`config.mk`:
```
export PLATFORM = sky130hd
export DESIGN_NAME = zone_hit_test_select
export DESIGN_NICKNAME = d
export VERILOG_FILES = /design/src/zhts_pkg.sv /design/src/zhts_ctrl.sv /design/src/zhts_dp.sv /design/src/zone_hit_test_select.sv
export SDC_FILE = /design/constraint.sdc
export NUM_CORES = 2
export LEC_CHECK = 0
export CAP_MARGIN = 20
export CORE_MARGIN = 10
export CORE_UTILIZATION = 55
export DETAILED_ROUTE_END_ITERATION = 8
export DONT_BUFFER_PORTS = 1
export HOLD_SLACK_MARGIN = 0.02
export PLACE_DENSITY = 0.69
export SETUP_SLACK_MARGIN = 0.05
export SYNTH_ARGS = -nofsm -noshare
export SYNTH_HDL_FRONTEND = slang
export SYNTH_SLANG_ARGS = --single-unit
```
`constraint.sdc`:
```
create_clock -name clk -period 10.57 [get_ports clk]
set_clock_uncertainty 0.2 [all_clocks]
set_input_delay 0.5285 -clock clk [delete_from_list [all_inputs] [get_ports clk]]
set_output_delay 0.5285 -clock clk [all_outputs]
set_load 0.1 [all_outputs]
```
`src/zhts_pkg.sv`:
```
`timescale 1ns / 1ps
`default_nettype none
package zhts_pkg;

  // default sizes
  localparam int ZHTS_MAX_ZONES   = 16;
  localparam int ZHTS_COORD_WIDTH = 16;
  localparam int ZHTS_NEAR_LIMIT  = 75;
  localparam int ZHTS_ID_W        = 4;

  // operation codes
  localparam logic OP_LOAD  = 1'b0;
  localparam logic OP_QUERY = 1'b1;

  // configuration register indexes
  localparam logic [1:0] CFG_RADIUS = 2'd0;
  localparam logic [1:0] CFG_ALG    = 2'd1;
  localparam logic [1:0] CFG_COUNT  = 2'd2;

  // selection algorithms
  localparam logic [1:0] ALG_SMALLEST   = 2'd0;
  localparam logic [1:0] ALG_LARGEST    = 2'd1;
  localparam logic [1:0] ALG_POSITIONAL = 2'd2;
  localparam logic [1:0] ALG_CENTER     = 2'd3;

  // multiplier sequence steps
  localparam logic [2:0] MS_AREA = 3'd0;
  localparam logic [2:0] MS_CCX  = 3'd1;
  localparam logic [2:0] MS_CCY  = 3'd2;
  localparam logic [2:0] MS_CPX  = 3'd3;
  localparam logic [2:0] MS_CPY  = 3'd4;
  localparam logic [2:0] MS_DONE = 3'd5;

  typedef enum logic [4:0] {
    ST_IDLE, ST_CAP_RD, ST_CAP_EV, ST_CAP_END, ST_NONE,
    ST_PA, ST_PA_W, ST_PB, ST_PB_EV, ST_EMIT,
    ST_POS, ST_POS_AC, ST_POS_EXT, ST_POS_MUL, ST_DIV, ST_DIV_FIX, ST_RANK,
    ST_SEL, ST_SEL_C, ST_SEL_M, ST_SEL_D, ST_PICK
  } state_t;

  typedef struct packed {
    logic wr;
    logic start;
    logic rd_j;
    logic i_clr;
    logic i_inc;
    logic j_load;
    logic j_inc;
    logic cap_eval;
    logic a_latch;
    logic pos_acc;
    logic pos_ext;
    logic pos_mul;
    logic div_step;
    logic div_fix;
    logic rank_inc;
    logic pick_rank;
    logic c_latch;
    logic m_clr;
    logic m_step;
    logic sel_take;
    logic push_none;
    logic push_cap;
    logic push_pick;
  } cmd_t;

  typedef struct packed {
    logic i_end;
    logic j_end;
    logic i_cap;
    logic j_cap;
    logic n_zero;
    logic n_one;
    logic strict_zero;
    logic ovl_hit;
    logic m_done;
    logic take_ok;
    logic div_done;
    logic rank_hit;
    logic rem_one;
    logic out_free;
  } sts_t;

endpackage
`default_nettype wire

```
`src/zhts_ctrl.sv`:
```
`timescale 1ns / 1ps
`default_nettype none
module zhts_ctrl (
  input  logic          clk,
  input  logic          rst_n,
  input  logic          in_valid,
  input  logic          in_operation,
  output logic          in_ready,
  input  logic [1:0]    alg,
  input  zhts_pkg::sts_t sts,
  output zhts_pkg::cmd_t cmd
);
  import zhts_pkg::*;

  state_t state_r, state_nxt;

  always_ff @(posedge clk) begin
    if (!rst_n) state_r <= ST_IDLE;
    else        state_r <= state_nxt;
  end

  assign in_ready = (state_r == ST_IDLE);

  // next state
  always_comb begin
    state_nxt = state_r;
    unique case (state_r)
      ST_IDLE:    if (in_valid && in_operation == OP_QUERY) state_nxt = ST_CAP_RD;
      ST_CAP_RD:  state_nxt = sts.i_end ? ST_CAP_END : ST_CAP_EV;
      ST_CAP_EV:  state_nxt = ST_CAP_RD;
      ST_CAP_END: begin
        if (sts.n_zero || (sts.n_one && sts.strict_zero)) state_nxt = ST_NONE;
        else if (sts.n_one)                                state_nxt = ST_EMIT;
        else                                               state_nxt = ST_PA;
      end
      ST_NONE:    if (sts.out_free) state_nxt = ST_IDLE;
      ST_PA: begin
        if (sts.i_end)      state_nxt = ST_EMIT;
        else if (sts.i_cap) state_nxt = ST_PA_W;
      end
      ST_PA_W:    state_nxt = ST_PB;
      ST_PB: begin
        if (sts.j_end)      state_nxt = ST_PA;
        else if (sts.j_cap) state_nxt = ST_PB_EV;
      end
      ST_PB_EV: begin
        if (sts.ovl_hit) state_nxt = (alg == ALG_POSITIONAL) ? ST_POS : ST_SEL;
        else             state_nxt = ST_PB;
      end
      ST_EMIT: begin
        if (sts.i_end) state_nxt = ST_IDLE;
        else if (sts.i_cap && sts.out_free && sts.rem_one) state_nxt = ST_IDLE;
      end
      ST_POS: begin
        if (sts.i_end)      state_nxt = ST_POS_EXT;
        else if (sts.i_cap) state_nxt = ST_POS_AC;
      end
      ST_POS_AC:  state_nxt = ST_POS;
      ST_POS_EXT: state_nxt = ST_POS_MUL;
      ST_POS_MUL: state_nxt = ST_DIV;
      ST_DIV:     if (sts.div_done) state_nxt = ST_DIV_FIX;
      ST_DIV_FIX: state_nxt = ST_RANK;
      ST_RANK: begin
        if (sts.i_end)                       state_nxt = ST_IDLE;
        else if (sts.i_cap && sts.rank_hit) state_nxt = ST_PICK;
      end
      ST_SEL: begin
        if (sts.i_end)      state_nxt = ST_PICK;
        else if (sts.i_cap) state_nxt = ST_SEL_C;
      end
      ST_SEL_C:   state_nxt = ST_SEL_M;
      ST_SEL_M:   if (sts.m_done) state_nxt = ST_SEL_D;
      ST_SEL_D:   state_nxt = ST_SEL;
      ST_PICK:    if (sts.out_free) state_nxt = ST_IDLE;
      default:    state_nxt = ST_IDLE;
    endcase
  end

  // commands
  always_comb begin
    cmd = '0;
    unique case (state_r)
      ST_IDLE: begin
        cmd.wr    = in_valid && in_operation == OP_LOAD;
        cmd.start = in_valid && in_operation == OP_QUERY;
      end
      ST_CAP_RD:  ;
      ST_CAP_EV: begin
        cmd.cap_eval = 1'b1;
        cmd.i_inc    = 1'b1;
      end
      ST_CAP_END: cmd.i_clr = 1'b1;
      ST_NONE:    cmd.push_none = sts.out_free;
      ST_PA: begin
        if (sts.i_end)       cmd.i_clr = 1'b1;
        else if (!sts.i_cap) cmd.i_inc = 1'b1;
      end
      ST_PA_W: begin
        cmd.a_latch = 1'b1;
        cmd.j_load  = 1'b1;
      end
      ST_PB: begin
        cmd.rd_j = 1'b1;
        if (sts.j_end)       cmd.i_inc = 1'b1;
        else if (!sts.j_cap) cmd.j_inc = 1'b1;
      end
      ST_PB_EV: begin
        if (sts.ovl_hit) cmd.i_clr = 1'b1;
        else             cmd.j_inc = 1'b1;
      end
      ST_EMIT: begin
        if (!sts.i_end) begin
          if (!sts.i_cap) cmd.i_inc = 1'b1;
          else if (sts.out_free) begin
            cmd.push_cap = 1'b1;
            cmd.i_inc    = 1'b1;
          end
        end
      end
      ST_POS:     if (!sts.i_end && !sts.i_cap) cmd.i_inc = 1'b1;
      ST_POS_AC: begin
        cmd.pos_acc = 1'b1;
        cmd.i_inc   = 1'b1;
      end
      ST_POS_EXT: cmd.pos_ext = 1'b1;
      ST_POS_MUL: cmd.pos_mul = 1'b1;
      ST_DIV:     cmd.div_step = !sts.div_done;
      ST_DIV_FIX: begin
        cmd.div_fix = 1'b1;
        cmd.i_clr   = 1'b1;
      end
      ST_RANK: begin
        if (!sts.i_end) begin
          if (!sts.i_cap) cmd.i_inc = 1'b1;
          else if (sts.rank_hit) cmd.pick_rank = 1'b1;
          else begin
            cmd.rank_inc = 1'b1;
            cmd.i_inc    = 1'b1;
          end
        end
      end
      ST_SEL:     if (!sts.i_end && !sts.i_cap) cmd.i_inc = 1'b1;
      ST_SEL_C: begin
        cmd.c_latch = 1'b1;
        cmd.m_clr   = 1'b1;
      end
      // the step taken on the done count folds in the last square
      ST_SEL_M:   cmd.m_step = 1'b1;
      ST_SEL_D: begin
        cmd.sel_take = sts.take_ok;
        cmd.i_inc    = 1'b1;
      end
      ST_PICK:    cmd.push_pick = sts.out_free;
      default:    ;
    endcase
  end

  // checks
  a_ready_idle: assert property (@(posedge clk) disable iff (!rst_n)
    (in_valid && in_ready && in_operation == OP_QUERY) |=> (state_r == ST_CAP_RD))
    else $error("query not started");
  a_one_push: assert property (@(posedge clk) disable iff (!rst_n)
    $countones({cmd.push_none, cmd.push_cap, cmd.push_pick}) <= 1)
    else $error("two result pushes at once");
  a_div_fix: assert property (@(posedge clk) disable iff (!rst_n)
    (state_r == ST_DIV_FIX) |-> $past(state_r == ST_DIV))
    else $error("divider skipped");

endmodule
`default_nettype wire

```
`src/zhts_dp.sv`:
```
`timescale 1ns / 1ps
`default_nettype none
module zhts_dp #(
  parameter int MAX_ZONES   = zhts_pkg::ZHTS_MAX_ZONES,
  parameter int COORD_WIDTH = zhts_pkg::ZHTS_COORD_WIDTH
) (
  input  logic                          clk,
  input  logic                          rst_n,
  input  zhts_pkg::cmd_t                cmd,
  output zhts_pkg::sts_t                sts,
  input  logic [7:0]                    radius,
  input  logic [1:0]                    alg,
  input  logic [4:0]                    zone_count,
  input  logic [3:0]                    wr_id,
  input  logic signed [COORD_WIDTH-1:0] wr_left,
  input  logic signed [COORD_WIDTH-1:0] wr_top,
  input  logic signed [COORD_WIDTH-1:0] wr_right,
  input  logic signed [COORD_WIDTH-1:0] wr_bottom,
  input  logic signed [COORD_WIDTH-1:0] qx,
  input  logic signed [COORD_WIDTH-1:0] qy,
  input  logic                          out_ready,
  output logic                          out_valid,
  output logic [zhts_pkg::ZHTS_ID_W-1:0] out_hit_zone,
  output logic                          out_none_found,
  output logic                          out_last
);
  import zhts_pkg::*;

  localparam int CW   = COORD_WIDTH;
  localparam int XW   = CW + 3;
  localparam int AW   = (MAX_ZONES > 1) ? $clog2(MAX_ZONES) : 1;
  localparam int IW   = $clog2(MAX_ZONES + 1);
  localparam int NUMW = XW - 1 + IW;
  localparam int DCW  = $clog2(NUMW + 1);
  localparam int PW   = 2 * CW;
  localparam int EW   = 4 * CW;

  // truncating half of a sum
  function automatic logic signed [CW-1:0] center(input logic signed [CW-1:0] a,
                                                  input logic signed [CW-1:0] b);
    logic signed [CW:0] s;
    begin
      s = (CW+1)'(a) + (CW+1)'(b);
      s = s + $signed((CW+1)'(s[CW]));
      center = CW'(s >>> 1);
    end
  endfunction

  function automatic logic [CW-1:0] absdiff(input logic signed [CW-1:0] a,
                                            input logic signed [CW-1:0] b);
    logic signed [CW:0] d;
    begin
      d = (CW+1)'(a) - (CW+1)'(b);
      absdiff = d[CW] ? CW'(-d) : CW'(d);
    end
  endfunction

  function automatic logic [CW-1:0] extent(input logic signed [CW-1:0] lo,
                                           input logic signed [CW-1:0] hi);
    logic signed [CW:0] d;
    begin
      d = (CW+1)'(hi) - (CW+1)'(lo);
      extent = d[CW] ? '0 : d[CW-1:0];
    end
  endfunction

  // zone memory
  logic [EW-1:0] mem [MAX_ZONES];
  logic [EW-1:0] rd_r;
  logic [IW-1:0] i_r, j_r, n_r, rem_r, rank_r, idx_r, cnt;
  logic [AW-1:0] rd_addr;

  assign rd_addr = cmd.rd_j ? j_r[AW-1:0] : i_r[AW-1:0];

  always_ff @(posedge clk) begin
    if (cmd.wr && ({3'b000, wr_id} < 7'(MAX_ZONES)))
      mem[AW'(wr_id)] <= {wr_left, wr_top, wr_right, wr_bottom};
    rd_r <= mem[rd_addr];
  end

  logic signed [CW-1:0] z_l, z_t, z_r, z_b, a_l, a_t, a_r, a_b;
  logic signed [XW-1:0] zl, zt, zr, zb, al, at, ar, ab, radx, halfx, pxx, pyx;
  logic signed [CW-1:0] px_r, py_r;

  assign {z_l, z_t, z_r, z_b} = rd_r;
  assign zl = XW'(z_l);
  assign zt = XW'(z_t);
  assign zr = XW'(z_r);
  assign zb = XW'(z_b);
  assign radx  = $signed({{(XW-8){1'b0}}, radius});
  assign halfx = radx >>> 1;
  assign pxx = XW'(px_r);
  assign pyx = XW'(py_r);

  assign cnt = ({2'b00, zone_count} > 7'(MAX_ZONES)) ? IW'(MAX_ZONES) : IW'(zone_count);

  // capture and scan counters
  logic [MAX_ZONES-1:0] cap_r;
  logic strict_r;
  logic cap_hit, strict_hit;

  assign cap_hit = (zl - radx <= pxx) && (pxx <= zr + radx) &&
                   (zt - radx <= pyx) && (pyx <= zb + radx);
  assign strict_hit = (zl <= pxx) && (pxx < zr) && (zt <= pyx) && (pyx < zb);

  always_ff @(posedge clk) begin
    if (!rst_n) begin
      i_r <= '0; j_r <= '0; n_r <= '0; rem_r <= '0; rank_r <= '0;
      cap_r <= '0; strict_r <= 1'b0;
    end else begin
      if (cmd.start) begin
        px_r <= qx;
        py_r <= qy;
        cap_r <= '0; n_r <= '0; rem_r <= '0; rank_r <= '0;
        strict_r <= 1'b0;
      end
      if (cmd.start || cmd.i_clr) i_r <= '0;
      else if (cmd.i_inc)         i_r <= i_r + 1'b1;
      if (cmd.j_load)     j_r <= i_r + 1'b1;
      else if (cmd.j_inc) j_r <= j_r + 1'b1;
      if (cmd.cap_eval) begin
        cap_r[i_r[AW-1:0]] <= cap_hit;
        if (cap_hit) begin
          n_r   <= n_r + 1'b1;
          rem_r <= rem_r + 1'b1;
        end
        if (strict_hit) strict_r <= 1'b1;
      end
      if (cmd.push_cap) rem_r <= rem_r - 1'b1;
      if (cmd.rank_inc) rank_r <= rank_r + 1'b1;
    end
  end

  // pair overlap against the held zone
  logic [EW-1:0] ahold_r;
  always_ff @(posedge clk) if (cmd.a_latch) ahold_r <= rd_r;
  assign {a_l, a_t, a_r, a_b} = ahold_r;
  assign al = XW'(a_l);
  assign at = XW'(a_t);
  assign ar = XW'(a_r);
  assign ab = XW'(a_b);

  logic ovl_hit;
  assign ovl_hit = (((at > zt) ? at : zt) + radx < ((ab < zb) ? ab : zb)) &&
                   (((al > zl) ? al : zl) + radx < ((ar < zr) ? ar : zr));

  // positional split: intersection, scaled offset, restoring divide
  logic signed [XW-1:0] pl_r, pt_r, pr_r, pb_r, diff_r;
  logic signed [XW-1:0] ct, cl, cb, cr, pw, ph, pwc, phc;
  logic [XW-2:0] ext_r;
  logic [NUMW-1:0] dvd_r;
  logic [XW-1:0] drem_r, dsh;
  logic [DCW-1:0] dcnt_r;
  logic neg_r, pos_first_r, vert;

  assign ct = zt - halfx;
  assign cl = zl - halfx;
  assign cb = zb + halfx;
  assign cr = zr + halfx;
  assign pw = pr_r - pl_r;
  assign ph = pb_r - pt_r;
  assign pwc = (pw < XW'(1)) ? XW'(1) : pw;
  assign phc = (ph < XW'(1)) ? XW'(1) : ph;
  assign vert = phc > pwc;
  assign dsh = {drem_r[XW-2:0], dvd_r[NUMW-1]};

  always_ff @(posedge clk) begin
    if (!rst_n) begin
      pos_first_r <= 1'b1;
      dcnt_r <= '0;
    end else begin
      if (cmd.start) pos_first_r <= 1'b1;
      if (cmd.pos_acc) begin
        pos_first_r <= 1'b0;
        pt_r <= (pos_first_r || ct > pt_r) ? ct : pt_r;
        pl_r <= (pos_first_r || cl > pl_r) ? cl : pl_r;
        pb_r <= (pos_first_r || cb < pb_r) ? cb : pb_r;
        pr_r <= (pos_first_r || cr < pr_r) ? cr : pr_r;
      end
      if (cmd.pos_ext) begin
        ext_r  <= vert ? phc[XW-2:0] : pwc[XW-2:0];
        diff_r <= vert ? (pyx - pt_r) : (pxx - pl_r);
      end
      if (cmd.pos_mul) begin
        neg_r  <= diff_r[XW-1];
        dvd_r  <= NUMW'(diff_r[XW-2:0]) * NUMW'(n_r);
        drem_r <= '0;
        dcnt_r <= '0;
      end
      if (cmd.div_step) begin
        if (dsh >= {1'b0, ext_r}) begin
          drem_r <= dsh - {1'b0, ext_r};
          dvd_r  <= {dvd_r[NUMW-2:0], 1'b1};
        end else begin
          drem_r <= dsh;
          dvd_r  <= {dvd_r[NUMW-2:0], 1'b0};
        end
        dcnt_r <= dcnt_r + 1'b1;
      end
      if (cmd.div_fix) begin
        if (neg_r)                       idx_r <= '0;
        else if (dvd_r >= NUMW'(n_r))    idx_r <= n_r - 1'b1;
        else                             idx_r <= IW'(dvd_r);
      end
    end
  end

  // area and centre selection over one shared multiplier
  logic signed [CW-1:0] c_cx_r, c_cy_r, s_cx_r, s_cy_r;
  logic [CW-1:0] c_w_r, c_h_r, mul_a, mul_b;
  logic [PW-1:0] prod_r, area_c_r, area_s_r;
  logic [PW:0] cc_r, dc_r, ds_r;
  logic [2:0] mstep_r, mprev;
  logic sel_first_r, better;
  logic [ZHTS_ID_W-1:0] pick_r;

  assign mprev = mstep_r - 3'd1;

  always_comb begin
    mul_a = c_w_r;
    mul_b = c_h_r;
    unique case (mstep_r)
      MS_CCX: begin
        mul_a = absdiff(c_cx_r, s_cx_r);
        mul_b = mul_a;
      end
      MS_CCY: begin
        mul_a = absdiff(c_cy_r, s_cy_r);
        mul_b = mul_a;
      end
      MS_CPX: begin
        mul_a = absdiff(c_cx_r, px_r);
        mul_b = mul_a;
      end
      MS_CPY: begin
        mul_a = absdiff(c_cy_r, py_r);
        mul_b = mul_a;
      end
      default: ;
    endcase
  end

  always_ff @(posedge clk) begin
    if (!rst_n) begin
      mstep_r <= '0;
      sel_first_r <= 1'b1;
    end else begin
      if (cmd.start) sel_first_r <= 1'b1;
      if (cmd.c_latch) begin
        c_cx_r <= center(z_l, z_r);
        c_cy_r <= center(z_t, z_b);
        c_w_r  <= extent(z_l, z_r);
        c_h_r  <= extent(z_t, z_b);
      end
      if (cmd.m_clr) mstep_r <= MS_AREA;
      if (cmd.m_step) begin
        mstep_r <= mstep_r + 3'd1;
        if (mstep_r != MS_DONE) prod_r <= mul_a * mul_b;
        if (mstep_r != MS_AREA) begin
          unique case (mprev)
            MS_AREA: area_c_r <= prod_r;
            MS_CCX:  cc_r <= (PW+1)'(prod_r);
            MS_CCY:  cc_r <= cc_r + (PW+1)'(prod_r);
            MS_CPX:  dc_r <= (PW+1)'(prod_r);
            MS_CPY:  dc_r <= dc_r + (PW+1)'(prod_r);
            default: ;
          endcase
        end
      end
      if (cmd.sel_take) begin
        sel_first_r <= 1'b0;
        s_cx_r <= c_cx_r;
        s_cy_r <= c_cy_r;
        area_s_r <= area_c_r;
        ds_r <= dc_r;
      end
    end
  end

  always_ff @(posedge clk) begin
    if (cmd.sel_take)  pick_r <= ZHTS_ID_W'(i_r);
    if (cmd.pick_rank) pick_r <= ZHTS_ID_W'(i_r);
  end

  always_comb begin
    unique case (alg)
      ALG_SMALLEST: better = area_c_r < area_s_r;
      ALG_LARGEST:  better = area_c_r > area_s_r;
      ALG_CENTER:   better = (cc_r > (PW+1)'(ZHTS_NEAR_LIMIT)) ? (dc_r < ds_r)
                                                              : (area_c_r < area_s_r);
      default:      better = 1'b0;
    endcase
  end

  // result word register
  logic out_valid_r, out_none_r, out_last_r;
  logic [ZHTS_ID_W-1:0] out_id_r;
  logic out_free;
  assign out_free = !out_valid_r || out_ready;

  always_ff @(posedge clk) begin
    if (!rst_n) begin
      out_valid_r <= 1'b0;
    end else if (cmd.push_none || cmd.push_cap || cmd.push_pick) begin
      out_valid_r <= 1'b1;
    end else if (out_ready) begin
      out_valid_r <= 1'b0;
    end
  end

  always_ff @(posedge clk) begin
    if (cmd.push_none) begin
      out_id_r <= '0; out_none_r <= 1'b1; out_last_r <= 1'b1;
    end else if (cmd.push_cap) begin
      out_id_r <= ZHTS_ID_W'(i_r); out_none_r <= 1'b0; out_last_r <= (rem_r == IW'(1));
    end else if (cmd.push_pick) begin
      out_id_r <= pick_r; out_none_r <= 1'b0; out_last_r <= 1'b1;
    end
  end

  assign out_valid      = out_valid_r;
  assign out_hit_zone   = out_id_r;
  assign out_none_found = out_none_r;
  assign out_last       = out_last_r;

  // status
  always_comb begin
    sts.i_end       = (i_r == cnt);
    sts.j_end       = (j_r == cnt);
    sts.i_cap       = (i_r != cnt) && cap_r[i_r[AW-1:0]];
    sts.j_cap       = (j_r != cnt) && cap_r[j_r[AW-1:0]];
    sts.n_zero      = (n_r == '0);
    sts.n_one       = (n_r == IW'(1));
    sts.strict_zero = !strict_r;
    sts.ovl_hit     = ovl_hit;
    sts.m_done      = (mstep_r == MS_DONE);
    sts.take_ok     = sel_first_r || better;
    sts.div_done    = (dcnt_r == DCW'(NUMW));
    sts.rank_hit    = (rank_r == idx_r);
    sts.rem_one     = (rem_r == IW'(1));
    sts.out_free    = out_free;
  end

  // checks
  a_no_overwrite: assert property (@(posedge clk) disable iff (!rst_n)
    (cmd.push_none || cmd.push_cap || cmd.push_pick) |-> out_free)
    else $error("result word overwritten");
  a_rem_bound: assert property (@(posedge clk) disable iff (!rst_n)
    rem_r <= n_r)
    else $error("remaining count above captured count");
  a_push_cap: assert property (@(posedge clk) disable iff (!rst_n)
    cmd.push_cap |-> sts.i_cap)
    else $error("emitting uncaptured zone");
  a_div_bound: assert property (@(posedge clk) disable iff (!rst_n)
    cmd.div_step |-> !sts.div_done)
    else $error("divider stepped past end");

endmodule
`default_nettype wire

```
`src/zone_hit_test_select.sv`:
```
`timescale 1ns / 1ps
`default_nettype none
// Zone table with point hit test. A load word writes one rectangle. A
// query walks the table through its single read port: a capture pass over
// the zones in use, then, when more than one zone is captured, a scan of
// the captured pairs for overlap, then either an emit pass over the table
// that sends the captured list (stalling on the output), or a selection
// pass over the captured zones on the shared multiplier, or for the
// positional split a pass over the captured zones plus a restoring divider
// of COORD_WIDTH+2+clog2(MAX_ZONES+1) steps. Input is taken only while no
// query is running, but a result word waiting in the output register does
// not block it.
// The table is not cleared at reset; querying an entry never loaded is
// undefined.
module zone_hit_test_select #(
  parameter int MAX_ZONES   = zhts_pkg::ZHTS_MAX_ZONES,
  parameter int COORD_WIDTH = zhts_pkg::ZHTS_COORD_WIDTH
) (
  input  logic                          clk,
  input  logic                          rst_n,
  input  logic                          cfg_valid,
  output logic                          cfg_ready,
  input  logic [1:0]                    cfg_index,
  input  logic [7:0]                    cfg_data,
  input  logic                          in_valid,
  output logic                          in_ready,
  input  logic                          in_operation,
  input  logic [3:0]                    in_zone_id,
  input  logic signed [COORD_WIDTH-1:0] in_rect_left,
  input  logic signed [COORD_WIDTH-1:0] in_rect_top,
  input  logic signed [COORD_WIDTH-1:0] in_rect_right,
  input  logic signed [COORD_WIDTH-1:0] in_rect_bottom,
  input  logic signed [COORD_WIDTH-1:0] in_point_x,
  input  logic signed [COORD_WIDTH-1:0] in_point_y,
  output logic                          out_valid,
  input  logic                          out_ready,
  output logic [3:0]                    out_hit_zone,
  output logic                          out_none_found,
  output logic                          out_last
);
  import zhts_pkg::*;

  // configuration registers
  logic [7:0] radius_r;
  logic [1:0] alg_r;
  logic [4:0] count_r;

  assign cfg_ready = 1'b1;

  always_ff @(posedge clk) begin
    if (!rst_n) begin
      radius_r <= 8'd20;
      alg_r    <= ALG_SMALLEST;
      count_r  <= '0;
    end else if (cfg_valid) begin
      unique case (cfg_index)
        CFG_RADIUS: radius_r <= cfg_data;
        CFG_ALG:    alg_r    <= cfg_data[1:0];
        CFG_COUNT:  count_r  <= cfg_data[4:0];
        default:    ;
      endcase
    end
  end

  cmd_t cmd;
  sts_t sts;

  zhts_ctrl u_ctrl (
    .clk          (clk),
    .rst_n        (rst_n),
    .in_valid     (in_valid),
    .in_operation (in_operation),
    .in_ready     (in_ready),
    .alg          (alg_r),
    .sts          (sts),
    .cmd          (cmd)
  );

  zhts_dp #(
    .MAX_ZONES   (MAX_ZONES),
    .COORD_WIDTH (COORD_WIDTH)
  ) u_dp (
    .clk            (clk),
    .rst_n          (rst_n),
    .cmd            (cmd),
    .sts            (sts),
    .radius         (radius_r),
    .alg            (alg_r),
    .zone_count     (count_r),
    .wr_id          (in_zone_id),
    .wr_left        (in_rect_left),
    .wr_top         (in_rect_top),
    .wr_right       (in_rect_right),
    .wr_bottom      (in_rect_bottom),
    .qx             (in_point_x),
    .qy             (in_point_y),
    .out_ready      (out_ready),
    .out_valid      (out_valid),
    .out_hit_zone   (out_hit_zone),
    .out_none_found (out_none_found),
    .out_last       (out_last)
  );

endmodule
`default_nettype wire

```
==> results.ini <==
[outcome]
outcome=finished clean

[sta]
max_freq_mhz=99.6
hold_violations=0
max_slew_margin=0.250
slew_violations=0
period_minus_slack_ns=10.04
tightest_slew_ns=1.10
layout_worst_path_cycle_share=0.950
setup_viol=0

[synth]
ys_top_cells_by_count=edfxtp_1 (1567), ha_1 (899), inv_1 (728)
synth_edf_count=1567
syn_area_um2=105000
synth_area_leaders=edfxtp_1 (45%), ha_1 (11%), mux4_2 (5.7%)
async_flop_share=0
syn_avg_cell_area_um2=11.9
syn_nets=10100
netlist_instances=8818
ys_ff_latch=1710
synth-main-ff-cell=edfxtp_1
yosysWarnings=0
yosys.area.top_type=edfxtp_1
synth.distinct_cells=113
ys_seq_area_frac=0.478
synth_top_cell_area_share=0.450
yosysMostFrequentCell=edfxtp_1

[critical_path]
path_buf_inv=3
slowest_stage=fa_1
critPathKind=reg2reg
crit_fanout=8
crit_arrival_ns=10.41
r2r_start=u_dp.px_r[1]
worst_r2r_path_depth=32
end_kind=register
crit_path_frequent_cell=fa_1
worstSetupStartpoint=u_dp.px_r[1]
path_depth=32
slowest_delay_ns=0.55
cp.required_ns=10.93
critPathTopFamily=adder cells
start_kind=register

[power_and_ir_drop]
total_power_mw=16.6
power.leakage_nw=45.2
power_density_nw_per_um2=144
ir_drop_mv=0.172

[floorplanning]
coreArea_um2=188000
die_h_um=456
die-area_um2=208000
die_width_um=456
row_count=159
initial_core_util=0.555
ios=125

[layout]
area_delta_synth_final_pct=10.5
drive_above_1_share=0.0966
final_area_um2=115000
fin_util=0.613
fin_nets=10300
finalNonFillerCells=11700

[placement]
dp.cells=11200
port_buffers=0
gp_congestion=0.949
place_area_um2=108000
hpwlAfterDp_mm=204

[route]
dr.pass1.iters=6
num_vias=71800
initialDrtViolationCount=7028
remaining_drc_errors=0
postRouteAntennaNets=0
wl_per_cell_um=24.7
wl_mm=288
via_per_inst=6.15

[global_routing]
grt_pass1_vias=70900
grt_use_total=0.271
grt_max_degree=118
antenna_found_initial=29
overflow=0
grt_pass1_wl_mm=436

[clocking]
numCtsBuffers=177
cts.sinks=1710
cts_buffer_depth=3
h-tree-depth=4
clk_pin_slew_ns=0.07
cts_tree=yes
root_buffer=clkbuf_16
clk_latency_ns=0.86

[worst_hold_path]
hold_depth=6
hold_class=in2reg
worstHoldStart=in_valid

[job]
drv_cap=0

-- area by class of cell --
type | instances | area [um^2]
sequential | 1710 | 49900
timing repair buffer | 272 | 2450
clock inverter | 90 | 1110
tap | 2495 | 3120
inverter | 734 | 2760
antenna | 19 | 47.5
clock buffer | 244 | 4940
fill | 14600 | 72900
multi-input combinational | 6095 | 51100
-- cell families after synthesis --
group                    count (synthesis)  synth area share
AO/OA/AOI/OAI                         1785             0.113
XOR/XNOR                               463            0.0388
adder cells (fa/ha/maj)               1166             0.159
buffers and inverters                 1013            0.0369
flip-flops                            1710             0.478
multiplexers                           358            0.0664
other                                    1         0.0000359
AND/OR/NAND/NOR                       2322             0.108
-- power breakdown --
group	internal (mW)	switching [mW]	total, mW
clock network	3.66	2.78	6.44
registers	7.51	0.141	7.65
logic	1.01	1.50	2.51
-- flip-flops by register name (all words and copies together), names as in the netlist, 18 cells and up --
| name | count |
|---|---|
| u_dp.dvd_r | 23 |
| u_dp.area_c_r | 32 |
| u_dp.rd_r | 64 |
| u_dp.area_s_r | 32 |
| u_dp.mem | 1024 |
| u_dp.ds_r | 33 |
| u_dp.prod_r | 32 |
| u_dp.drem_r | 18 |
| u_dp.dc_r | 33 |
| u_dp.cc_r | 33 |
| u_dp.diff_r | 19 |
| u_dp.ext_r | 18 |
| u_dp.ahold_r | 64 |
-- placed cells by master (no fill, tap or decap), types with 178 or more instances in the layout --
cell / synthesis / final
xnor2_1: 318 / 316
inv_1: 728 / 728
and2_1: 191 / 189
a21oi_1: 436 / 431
o21ai_0: 338 / 334
nor2_1: 525 / 511
mux4_2: 266 / 266
ha_1: 899 / 898
fa_1: 267 / 267
clkbuf_16: 0 / 178
a21o_1: 198 / 197
edfxtp_1: 1567 / 1567
nand2_1: 712 / 710
-- final timing paths --
check                      end  slack [ns]
min reg2reg  u_dp.area_s_r[10]        0.24
max reg2reg    u_dp.prod_r[29]        0.53
min          u_ctrl.state_r[3]        0.08
max            u_dp.prod_r[29]        0.53
-- tightest hold or removal path, stage by stage --
cell and delay (ns):
nand2_1 0.04, a32oi_1 0.05, nand3_1 0.08, nor2_1 0.04, and3_1 0.19, o2bb2ai_1 0.14
-- per-stage QoR --
stage	TNS [ns]	setup WS, ns	hold slack (ns)
after floorplan	0	1.20	0.200
after global placement	0	0.348	0.233
after detailed placement	0	0.148	0.238
after CTS	0	0.109	0.0267
after global routing	-0.0120	-0.0120	0.0977
final	0	0.529	0.0753
-- layer usage --
| metal | part of all wire | GRT usage | vias up |
|---|---|---|---|
| li1 | - | - | 32900 |
| met2 | 0.47 | 0.440 | 2623 |
| met5 | 0.00055 | 0 | - |
| met4 | 0.034 | 0.0855 | 26 |
| met3 | 0.079 | 0.0471 | 527 |
| met1 | 0.42 | 0.371 | 35700 |
-- repair_timing --
| action | in CTS | in global routing |
|---|---|---|
| setup buffers | 0 | 3 |
| setup endpoints to repair | 0 | 7 |
| resized for setup | 0 | 36 |
| hold buffers | 123 | 0 |
| hold endpoints to repair | 1251 | 0 |
Note: power is estimated with default switching activity, not from simulation.
